[src/hw/rtl/ipd_chunk_deframer_macros.svh]
// assertion macros for the ipd chunk deframer
`ifndef IPD_CHUNK_DEFRAMER_MACROS_SVH
`define IPD_CHUNK_DEFRAMER_MACROS_SVH

`ifndef SYNTHESIS

// same-cycle implication, checked out of reset
`define IPD_ASSERT_IMPL(lbl, clk, rst_n, ante, cons) \
    lbl: assert property (@(posedge clk) disable iff (!(rst_n)) (ante) |-> (cons)) \
        else $error("ipd assertion failed");

// next-cycle implication, checked out of reset
`define IPD_ASSERT_NEXT(lbl, clk, rst_n, ante, cons) \
    lbl: assert property (@(posedge clk) disable iff (!(rst_n)) (ante) |=> (cons)) \
        else $error("ipd assertion failed");

`else

`define IPD_ASSERT_IMPL(lbl, clk, rst_n, ante, cons)
`define IPD_ASSERT_NEXT(lbl, clk, rst_n, ante, cons)

`endif

`endif

[src/hw/rtl/ipd_pkg.sv]
// types, constants and pattern tables of the ipd chunk deframer
`default_nettype none

package ipd_pkg;

    typedef enum logic [2:0] {
        MODE_HUNT      = 3'd0,
        MODE_LENGTH    = 3'd1,
        MODE_PAYLOAD   = 3'd2,
        MODE_SEPARATOR = 3'd3
    } t_mode;

    localparam logic [2:0] HEADER_LAST    = 3'd4;
    localparam logic [2:0] HEADER_LEN     = 3'd5;
    localparam logic [2:0] SEPARATOR_LAST = 3'd6;
    localparam logic [2:0] SEPARATOR_LEN  = 3'd7;

    localparam logic [7:0] CHAR_PLUS   = 8'h2B;
    localparam logic [7:0] CHAR_I      = 8'h49;
    localparam logic [7:0] CHAR_P      = 8'h50;
    localparam logic [7:0] CHAR_D      = 8'h44;
    localparam logic [7:0] CHAR_COMMA  = 8'h2C;
    localparam logic [7:0] CHAR_CR     = 8'h0D;
    localparam logic [7:0] CHAR_LF     = 8'h0A;
    localparam logic [7:0] CHAR_COLON  = 8'h3A;
    localparam logic [7:0] CHAR_ZERO   = 8'h30;
    localparam logic [7:0] CHAR_NINE   = 8'h39;

    // "+IPD,"
    function automatic logic [7:0] header_char(input logic [2:0] pos);
        logic [7:0] c;
        unique case (pos)
            3'd0:    c = CHAR_PLUS;
            3'd1:    c = CHAR_I;
            3'd2:    c = CHAR_P;
            3'd3:    c = CHAR_D;
            3'd4:    c = CHAR_COMMA;
            default: c = 8'h00;
        endcase
        return c;
    endfunction

    // "\r\n+IPD,"
    function automatic logic [7:0] separator_char(input logic [2:0] pos);
        logic [7:0] c;
        unique case (pos)
            3'd0:    c = CHAR_CR;
            3'd1:    c = CHAR_LF;
            3'd2:    c = CHAR_PLUS;
            3'd3:    c = CHAR_I;
            3'd4:    c = CHAR_P;
            3'd5:    c = CHAR_D;
            3'd6:    c = CHAR_COMMA;
            default: c = 8'h00;
        endcase
        return c;
    endfunction

endpackage

`default_nettype wire

[src/hw/rtl/ipd_chunk_deframer.sv]
// top level of the ipd chunk deframer
`default_nettype none
`include "ipd_chunk_deframer_macros.svh"

// Streams the payload out of a chunked "+IPD,<len>:<data>" response, one
// received byte per item. The block hunts for "+IPD,", reads a decimal length
// (stops at the first non-digit, wraps modulo 65536), skips to ':', then
// passes exactly that many bytes out with payload_valid set. After a chunk it
// expects "\r\n+IPD," to start the next one; any other byte there produces one
// result with response_end set and the block goes back to hunting (a '+' at
// that point counts as the first header character). Bytes that are not
// payload and do not end the response produce no result. The block takes one
// item per cycle while the output is not stalled: an input register feeds a
// single pass of parser logic that updates the state and loads the result
// register, so a byte passes the input register and then the result register,
// and a stalled output holds back the input only once both registers are full.
module ipd_chunk_deframer (
    input  wire        i_clk,
    input  wire        i_rst_n,
    // input channel
    input  wire        i_valid,
    output logic       o_ready,
    input  wire  [7:0] i_rx_byte,
    // result channel
    output logic       o_valid,
    input  wire        i_ready,
    output logic [7:0] o_payload_byte,
    output logic       o_payload_valid,
    output logic       o_response_end
);

    import ipd_pkg::*;

    // input register
    logic        r_in_vld;
    logic [7:0]  r_in_byte;

    // parser state
    t_mode       r_mode,   n_mode;
    logic [2:0]  r_pos,    n_pos;
    logic [15:0] r_len,    n_len;
    logic        r_closed, n_closed;
    logic [15:0] r_rem,    n_rem;

    // result register
    logic        r_out_vld;
    logic [7:0]  r_out_byte;
    logic        r_out_pv;
    logic        r_out_end;

    // per-item results of the parser pass
    logic        res_vld;
    logic [7:0]  res_byte;
    logic        res_pv;
    logic        res_end;

    logic        adv;        // input register item is consumed this cycle
    logic [2:0]  hunt_pos;   // header position the hunt compares against
    logic [2:0]  sep_pos;    // separator position being compared
    logic        is_digit;
    logic [15:0] len_x10;
    logic [15:0] rem_dec;

    // the input register item moves on whenever the result slot can take it
    assign adv     = r_in_vld && (!r_out_vld || i_ready);
    assign o_ready = !r_in_vld || adv;

    assign is_digit = (r_in_byte >= CHAR_ZERO) && (r_in_byte <= CHAR_NINE);
    assign len_x10  = {r_len[12:0], 3'b000} + {r_len[14:0], 1'b0};
    assign rem_dec  = r_rem - 16'd1;

    // a separator mismatch restarts the header hunt from position zero
    assign hunt_pos = (r_mode == MODE_SEPARATOR || r_pos >= HEADER_LEN) ? 3'd0 : r_pos;
    assign sep_pos  = (r_pos >= SEPARATOR_LEN) ? 3'd0 : r_pos;

    always_comb begin
        logic hunt;
        hunt     = 1'b0;
        n_mode   = r_mode;
        n_pos    = r_pos;
        n_len    = r_len;
        n_closed = r_closed;
        n_rem    = r_rem;
        res_vld  = 1'b0;
        res_byte = 8'h00;
        res_pv   = 1'b0;
        res_end  = 1'b0;

        unique case (r_mode)
            MODE_LENGTH: begin
                if (r_in_byte == CHAR_COLON) begin
                    n_rem  = r_len;
                    n_pos  = 3'd0;
                    n_mode = (r_len == 16'd0) ? MODE_SEPARATOR : MODE_PAYLOAD;
                end else if (!r_closed && is_digit) begin
                    n_len = len_x10 + {12'd0, r_in_byte[3:0]};
                end else begin
                    n_closed = 1'b1;
                end
            end
            MODE_PAYLOAD: begin
                res_vld  = 1'b1;
                res_byte = r_in_byte;
                res_pv   = 1'b1;
                n_rem    = rem_dec;
                if (rem_dec == 16'd0) begin
                    n_mode = MODE_SEPARATOR;
                    n_pos  = 3'd0;
                end
            end
            MODE_SEPARATOR: begin
                if (r_in_byte == separator_char(sep_pos)) begin
                    if (sep_pos == SEPARATOR_LAST) begin
                        n_mode   = MODE_LENGTH;
                        n_pos    = 3'd0;
                        n_len    = 16'd0;
                        n_closed = 1'b0;
                    end else begin
                        n_pos = sep_pos + 3'd1;
                    end
                end else begin
                    // end of the concatenated response
                    hunt    = 1'b1;
                    res_vld = 1'b1;
                    res_end = 1'b1;
                end
            end
            default: begin
                hunt = 1'b1;
            end
        endcase

        if (hunt) begin
            if (r_in_byte == header_char(hunt_pos)) begin
                if (hunt_pos == HEADER_LAST) begin
                    n_mode   = MODE_LENGTH;
                    n_pos    = 3'd0;
                    n_len    = 16'd0;
                    n_closed = 1'b0;
                end else begin
                    n_mode = MODE_HUNT;
                    n_pos  = hunt_pos + 3'd1;
                end
            end else begin
                n_mode = MODE_HUNT;
                n_pos  = (r_in_byte == CHAR_PLUS) ? 3'd1 : 3'd0;
            end
        end
    end

    always_ff @(posedge i_clk) begin
        if (!i_rst_n) begin
            r_in_vld  <= 1'b0;
            r_out_vld <= 1'b0;
            r_mode    <= MODE_HUNT;
            r_pos     <= 3'd0;
            r_len     <= 16'd0;
            r_closed  <= 1'b0;
            r_rem     <= 16'd0;
        end else begin
            // input register
            if (o_ready) begin
                r_in_vld <= i_valid;
            end
            if (o_ready && i_valid) begin
                r_in_byte <= i_rx_byte;
            end
            // parser state
            if (adv) begin
                r_mode   <= n_mode;
                r_pos    <= n_pos;
                r_len    <= n_len;
                r_closed <= n_closed;
                r_rem    <= n_rem;
            end
            // result register
            if (i_ready) begin
                r_out_vld <= 1'b0;
            end
            if (adv && res_vld) begin
                r_out_vld  <= 1'b1;
                r_out_byte <= res_byte;
                r_out_pv   <= res_pv;
                r_out_end  <= res_end;
            end
        end
    end

    assign o_valid         = r_out_vld;
    assign o_payload_byte  = r_out_byte;
    assign o_payload_valid = r_out_pv;
    assign o_response_end  = r_out_end;

    // a result is either a payload byte or the end marker, never both
    `IPD_ASSERT_IMPL(a_result_kind, i_clk, i_rst_n, r_out_vld, r_out_pv != r_out_end)
    // payload mode always has at least one byte left to pass
    `IPD_ASSERT_IMPL(a_payload_count, i_clk, i_rst_n, r_mode == MODE_PAYLOAD, r_rem != 16'd0)
    // length reading and payload passing keep no pattern position
    `IPD_ASSERT_IMPL(a_pos_idle, i_clk, i_rst_n,
        r_mode == MODE_LENGTH || r_mode == MODE_PAYLOAD, r_pos == 3'd0)
    // a result produced by the parser shows up on the output next cycle
    `IPD_ASSERT_NEXT(a_result_lands, i_clk, i_rst_n, adv && res_vld, r_out_vld)
    // the hunt never sits on a completed header
    `IPD_ASSERT_IMPL(a_hunt_pos, i_clk, i_rst_n, r_mode == MODE_HUNT, r_pos <= HEADER_LAST)

endmodule

`default_nettype wire
[config.mk]
export PLATFORM = sky130hd
export DESIGN_NAME = ipd_chunk_deframer
export DESIGN_NICKNAME = d
export VERILOG_FILES = /design/src/hw/rtl/ipd_pkg.sv /design/src/hw/rtl/ipd_chunk_deframer.sv
export VERILOG_INCLUDE_DIRS = /design/src /design/src/hw/rtl
export SDC_FILE = /design/constraint.sdc
export NUM_CORES = 1
export LEC_CHECK = 0
export ABC_CLOCK_PERIOD_IN_PS = 3500
export BUFFER_PORTS_ARGS = -buffer_cell sky130_fd_sc_hd__buf_4
export CORE_MARGIN = 3
export CORE_UTILIZATION = 55
export CTS_CLUSTER_DIAMETER = 50
export DETAILED_ROUTE_END_ITERATION = 8
export PLACE_DENSITY_LB_ADDON = 0.3
export SETUP_SLACK_MARGIN = 0.05
export SYNTH_ARGS = -nofsm -noshare
export SYNTH_HDL_FRONTEND = slang
export SYNTH_SLANG_ARGS = --single-unit
[constraint.sdc]
create_clock -name i_clk -period 3.5 [get_ports i_clk]
set_clock_uncertainty 0.05 [all_clocks]
set_input_delay 1.05 -clock i_clk [delete_from_list [all_inputs] [get_ports i_clk]]
set_output_delay 1.05 -clock i_clk [all_outputs]
set_load 0.02 [all_outputs]
==> results of run 1 <==
[worst min path at each step]
stage	to	slack, ps
floorplan	r_closed	390
global placement	r_closed	410
detailed placement	r_closed	410
CTS	r_closed	430
global route	r_closed	440
finish	r_closed	430
[logic make-up (layout without fill, tap and decap cells)]
logic type                 after synthesis  count (layout)  synth area share
DFF                                     58              58             0.315
and+or+nand+nor                        173             173             0.224
xor gates and xnor gates                18              18            0.0371
AOI/OAI and AO/OA                      146             146             0.247
buffers and inverters                   57              80            0.0541
adders and majority gates               38              38             0.115
muxes                                    3               3           0.00706
[cells in the final DEF, fill, tap and decap left out, drive strengths merged, types with 5 or more instances in the layout]
master / n
dfxtp: 40
nand3: 10
a22o: 13
buf: 36
nor4b: 5
nor4: 8
o21a: 6
clkinvlp: 5
ha: 36
a32oi: 6
a21oi: 31
a31oi: 8
and3: 8
a211oi: 9
nand2: 29
nor2b: 6
and2: 12
clkbuf: 9
nand2b: 7
edfxtp: 18
o21ai: 20
xnor2: 14
nor2: 44
inv: 28
nand4: 6
nor3: 16
[report_power, final]
group	switching [mW]	total [mW]	internal (mW)
combinational	0.0440	0.0780	0.0340
clock	0.307	0.567	0.259
sequential	0.0166	0.715	0.699
total	0.368	1.36	0.992
[per-layer routing]
layer,part of all wire,global-route usage,wire length [um],vias to the layer above
met5,0,0,0,-
met4,0.016,0.0830,170,0
met3,0.059,0.0569,630,17
met2,0.46,0.398,4870,127
met1,0.47,0.341,5000,1875
li1,-,-,-,1901
[area by class of cell]
type | count | share of cell area
Tap cell | 99 | 0.0263
Timing Repair Buffer | 36 | 0.0574
Sequential cell | 58 | 0.285
Multi-Input combinational cell | 378 | 0.571
Clock buffer | 9 | 0.0263
Inverter | 28 | 0.0223
Clock inverter | 7 | 0.0117
[timing repair]
item	in CTS	in global routing
resized for setup	0	1
buffers inserted	0	1
endpoints found under the hold margin	0	0
endpoints found under the setup margin	0	2
[critical path, stage by stage, from the launching register on]
cell	delay, ps
edfxtp_1	560
ha_1	360
ha_1	220
inv_1	70
fa_1	200
nor2b_1	70
o31a_1	270
o2111a_1	260
o21a_1	220
o311a_1	290
a311oi_1	250
a21bo_1	230
[metrics by stage]
step / area, um2 / std cells
after CTS: 4690 / 614
after detailed placement: 4510 / 598
after global routing: 4710 / 615
final: 4710 / 615
after global placement: 4510 / 598
after floorplan: 4250 / 493
[flip-flops by register name, summed over array words and instances (netlist names)]
| signal | count |
|---|---|
| r_len | 16 |
| r_rem | 16 |
| o_payload_byte | 8 |
| r_in_byte | 8 |
| r_pos | 3 |
| r_mode | 2 |
| o_payload_valid | 1 |
| o_response_end | 1 |
| o_valid | 1 |
| r_closed | 1 |
| r_in_vld | 1 |
==> impl_metrics.py, run 1 <==
metrics = {
    "hold_path": {
        "hold_path_depth": 1,
        "hold_path.startpoint": "r_closed",
        "hold_class": "register to register",
    },
    "floorplan": {
        "die-area_um2": 8820,
        "core-area_um2": 7370,
        "die_w_um": 93.9,
        "num_io_pins": 24,
        "dieHeight_um": 93.9,
        "num_rows": 31,
        "start_util": 0.577,
    },
    "layout": {
        "nNetsFinal": 561,
        "area_growth_syn_to_layout_pct": 10.7,
        "num-fill-cells": 638,
        "drive_above_1_share": 0.132,
        "final_core_util": 0.639,
        "final-seq-area_um2": 1340,
        "n_antenna_cell": 0,
        "multi_input_area_um2": 2690,
    },
    "pwr": {
        "peakVddDrop_mv": 0.152,
        "power.total_mw": 1.36,
        "powerDensity_nw_per_um2": 289,
        "leakage_nw": 1.91,
    },
    "logic_synthesis": {
        "netlist_instances": 493,
        "yosysTopAreaCell": "dfxtp_1",
        "synthDominantCellAreaShare": 0.188,
        "async_flop_share": 0,
        "yosysMostFrequentCell": "nor2_1",
        "yosys_warnings": 0,
        "synth_ff_type": "dfxtp_1",
        "synth_edf_count": 18,
        "yosys-top-cells-area": "dfxtp_1 (19%), edfxtp_1 (13%), ha_1 (11%)",
        "syn-num-nets": 543,
        "synth.distinct_cells": 73,
        "synth-seq-cells": 58,
        "seq_area_frac_synth": 0.315,
        "netlist_area_um2": 4250,
        "synth_common_cells": "nor2_1 (44), dfxtp_1 (40), ha_1 (36)",
        "syn_area_per_cell_um2": 8.62,
    },
    "route": {
        "via_count": 3920,
        "viasPerCell": 6.37,
        "drtPass1Iterations": 5,
        "dr.first_iter.drc_count": 346,
        "postRouteAntennaNets": 0,
        "wl_um": 10700,
        "drc": 0,
        "wire_per_inst_um": 17.4,
    },
    "clock_tree": {
        "clk_latency_ps": 340,
        "cts.clk_slew.worst_paths_ps": 80,
        "cts_sinks": 58,
        "cts-htree-levels": 3,
        "cts_tree": "built",
        "clock_path_buffers": 2,
        "cts-root-buf": "clkbuf_8",
        "cts_made_buffers": 9,
        "cts_hold_buffers": 0,
    },
    "critical_path": {
        "worstPathRequired_ps": 3680,
        "rrSetupSlack_ps": 350,
        "worst-endpoint-arrival_ps": 3340,
        "endpoint": "r_len[14]",
        "critPathMaxFanout": 8,
        "critPathLaunchType": "register",
        "cp-end-kind": "register",
        "worstReg2RegStart": "r_in_byte[2]",
        "rr_endpoint": "r_len[14]",
        "crit_start": "r_in_byte[2]",
        "path_class": "register to register",
        "rr_worst_depth": 11,
    },
    "placed_design": {
        "hpwl_um": 7750,
        "detailedPlace.worstSlack_ps": 239,
        "routabilityCongestion": 0.956,
        "port_buffers": 23,
    },
    "timing": {
        "worstMarginPinSlew_ps": 1020,
        "fmax_mhz": 317,
        "rsz0062_at_grt": "no",
        "finalWorstSetupSlack_ps": 347,
        "setup_violations": 0,
        "hold_viol": 0,
        "timing.hold.ws_ps": 426,
        "max_slew_margin": 0.311,
        "fin_crit_ps": 3150,
        "slew_violations": 0,
        "tns_ps": 0,
        "fin_crit_sh": 0.901,
    },
    "global_routing": {
        "grt-ovfl-total": 0,
        "grt_max_degree": 25,
        "antenna_found_initial": 0,
        "grt_pass1_vias": 3702,
        "grt_usage": 0.252,
        "grt_pass1_wl_um": 17900,
    },
    "run_status": {
        "outcome": "complete, no violations",
    },
    "run": {
        "cap_violations": 0,
    },
}
(Power assumes the default switching activity.)
==> run 2, diff against run 1 <==
CELL_PAD_IN_SITES_DETAIL_PLACEMENT = 0   (was not set)
CELL_PAD_IN_SITES_GLOBAL_PLACEMENT = 1   (was not set)
CORE_UTILIZATION = 47   (was 55)
PLACE_DENSITY_LB_ADDON = 0.1   (was 0.3)
==> run 2 against run 1 <==
  * Total power grew 3.9%
  * Cell count grew 2.0%
  * Worst hold slack gained 4.3 ps
  * Critical endpoint is now r_mode[1]
  * Largest power group unchanged
  * Highest routed layer unchanged
==> impl_metrics.py, run 2 (same netlist as run 1, synthesis figures left out) <==
metrics = {
    "hold_path": {
        "hold_class": "register to register",
        "hold_path_depth": 1,
    },
    "run_status": {
        "outcome": "complete, no violations",
    },
    "route": {
        "wl_um": 11300,
        "postRouteAntennaNets": 0,
        "wire_per_inst_um": 18.0,
        "via_count": 3924,
        "drtPass1Iterations": 5,
        "viasPerCell": 6.26,
        "drc": 0,
        "dr.first_iter.drc_count": 243,
    },
    "run": {
        "cap_violations": 0,
    },
    "critical_path": {
        "critPathMaxFanout": 12,
        "cp-end-kind": "register",
        "critPathSlowestCell": "edfxtp_1",
        "path_class": "register to register",
        "rr_worst_depth": 7,
        "critPathLaunchType": "register",
        "slowest_delay_ps": 590,
        "worstPathCellList": "or3b_1 > o31ai_1 > nand2_1 > nor3_1 > o2111ai_1 > a31oi_1 > mux2i_1",
        "worstPathRequired_ps": 3730,
        "worst-endpoint-arrival_ps": 3410,
    },
    "floorplan": {
        "die_w_um": 101,
        "num_rows": 34,
        "start_util": 0.485,
        "die-area_um2": 10200,
        "dieHeight_um": 101,
        "num_io_pins": 24,
        "core-area_um2": 8760,
    },
    "global_routing": {
        "grt_max_degree": 23,
        "grt_pass1_wl_um": 18800,
        "grt_pass1_vias": 3671,
        "grt_usage": 0.232,
        "antenna_found_initial": 0,
        "grt-ovfl-total": 0,
    },
    "timing": {
        "worstMarginPinSlew_ps": 1100,
        "finalWorstSetupSlack_ps": 317,
        "tns_ps": 0,
        "fin_crit_sh": 0.909,
        "fin_crit_ps": 3180,
        "rsz0062_at_grt": "no",
        "max_slew_margin": 0.256,
        "slew_violations": 0,
        "hold_viol": 0,
        "fmax_mhz": 314,
        "setup_violations": 0,
    },
    "layout": {
        "drive_above_1_share": 0.137,
        "reg.largest.list": "r_len (16), r_rem (16)",
        "layout_common_cells": "nor2_1 (44), dfxtp_1 (40), buf_4 (39)",
        "area_growth_syn_to_layout_pct": 11.8,
        "finalNonFillerCells": 627,
        "final_common_cell": "nor2_1",
        "n_antenna_cell": 0,
        "nNetsFinal": 564,
    },
    "clock_tree": {
        "cts_sinks": 58,
        "cts-htree-levels": 3,
        "clk_latency_ps": 340,
        "cts_tree": "built",
        "cts.clk_slew.worst_paths_ps": 70,
        "cts_made_buffers": 9,
        "cts-root-buf": "clkbuf_8",
        "clock_path_buffers": 2,
    },
    "pwr": {
        "peakVddDrop_mv": 0.199,
        "powerDensity_nw_per_um2": 297,
        "leakage_nw": 1.93,
    },
    "placed_design": {
        "hpwl_um": 8490,
        "port_buffers": 23,
        "detailedPlace.worstSlack_ps": 273,
        "place_inst": 609,
        "routabilityCongestion": 0.966,
    },
}
==> run 2: area by class of cell <==
type                    instances  area (um2)
clock buffers                   9         124
fillers                       835        4010
clock inverters                 7        70.1
inverters                      28         105
well taps                     108         135
repair buffers                 39         293
flip-flops and latches         58        1340
multi-input cells             378        2690
==> run 2: critical path: cells and delay by family, from the launching register on <==
family / cells / cell delay (ps)
DFF: 1 / 590
and+or+nand+nor: 3 / 1060
muxes: 1 / 220
AOI/OAI and AO/OA: 3 / 1200
==> run 2: worst paths after layout <==
path         slack (ps)        end          from
max                 320  r_mode[1]  r_in_byte[0]
min reg2reg         430   r_closed      r_closed
min                 430   r_closed      r_closed
max reg2reg         320  r_mode[1]  r_in_byte[0]
==> run 2: stage by stage <==
| stage | hold slack [ps] | util | area, um2 | power (mW) |
|---|---|---|---|---|
| 6_report | 430 | 0.542 | 4750 | 1.41 |
| 2_1_floorplan | 392 | - | 4250 | 0.776 |
| 3_5_place_dp | 419 | 0.519 | 4540 | 0.810 |
| 5_1_grt | 452 | 0.542 | 4750 | 1.47 |
| 3_3_place_gp | 413 | 0.519 | 4540 | 0.808 |
| 4_1_cts | 435 | 0.541 | 4740 | 1.42 |
==> run 2: timing repair <==
action	4_1_cts	5_1_grt
hold buffers	0	0
endpoints found under the setup margin	0	2
resized for setup	0	0
buffers inserted	0	2
==> run 2: where the power goes <==
| part | internal (mW) | switching, mW |
|---|---|---|
| combinational | 0.0358 | 0.0494 |
| sequential | 0.699 | 0.0143 |
| clock | 0.325 | 0.289 |
==> run 2: metal layers <==
| metal | vias to the layer above | track usage | routed length, um |
|---|---|---|---|
| li1 | 1907 | - | - |
| met4 | 0 | 0.0675 | 154 |
| met3 | 15 | 0.0519 | 717 |
| met1 | 1868 | 0.336 | 5630 |
| met2 | 134 | 0.346 | 4820 |
| met5 | - | 0 | 0 |
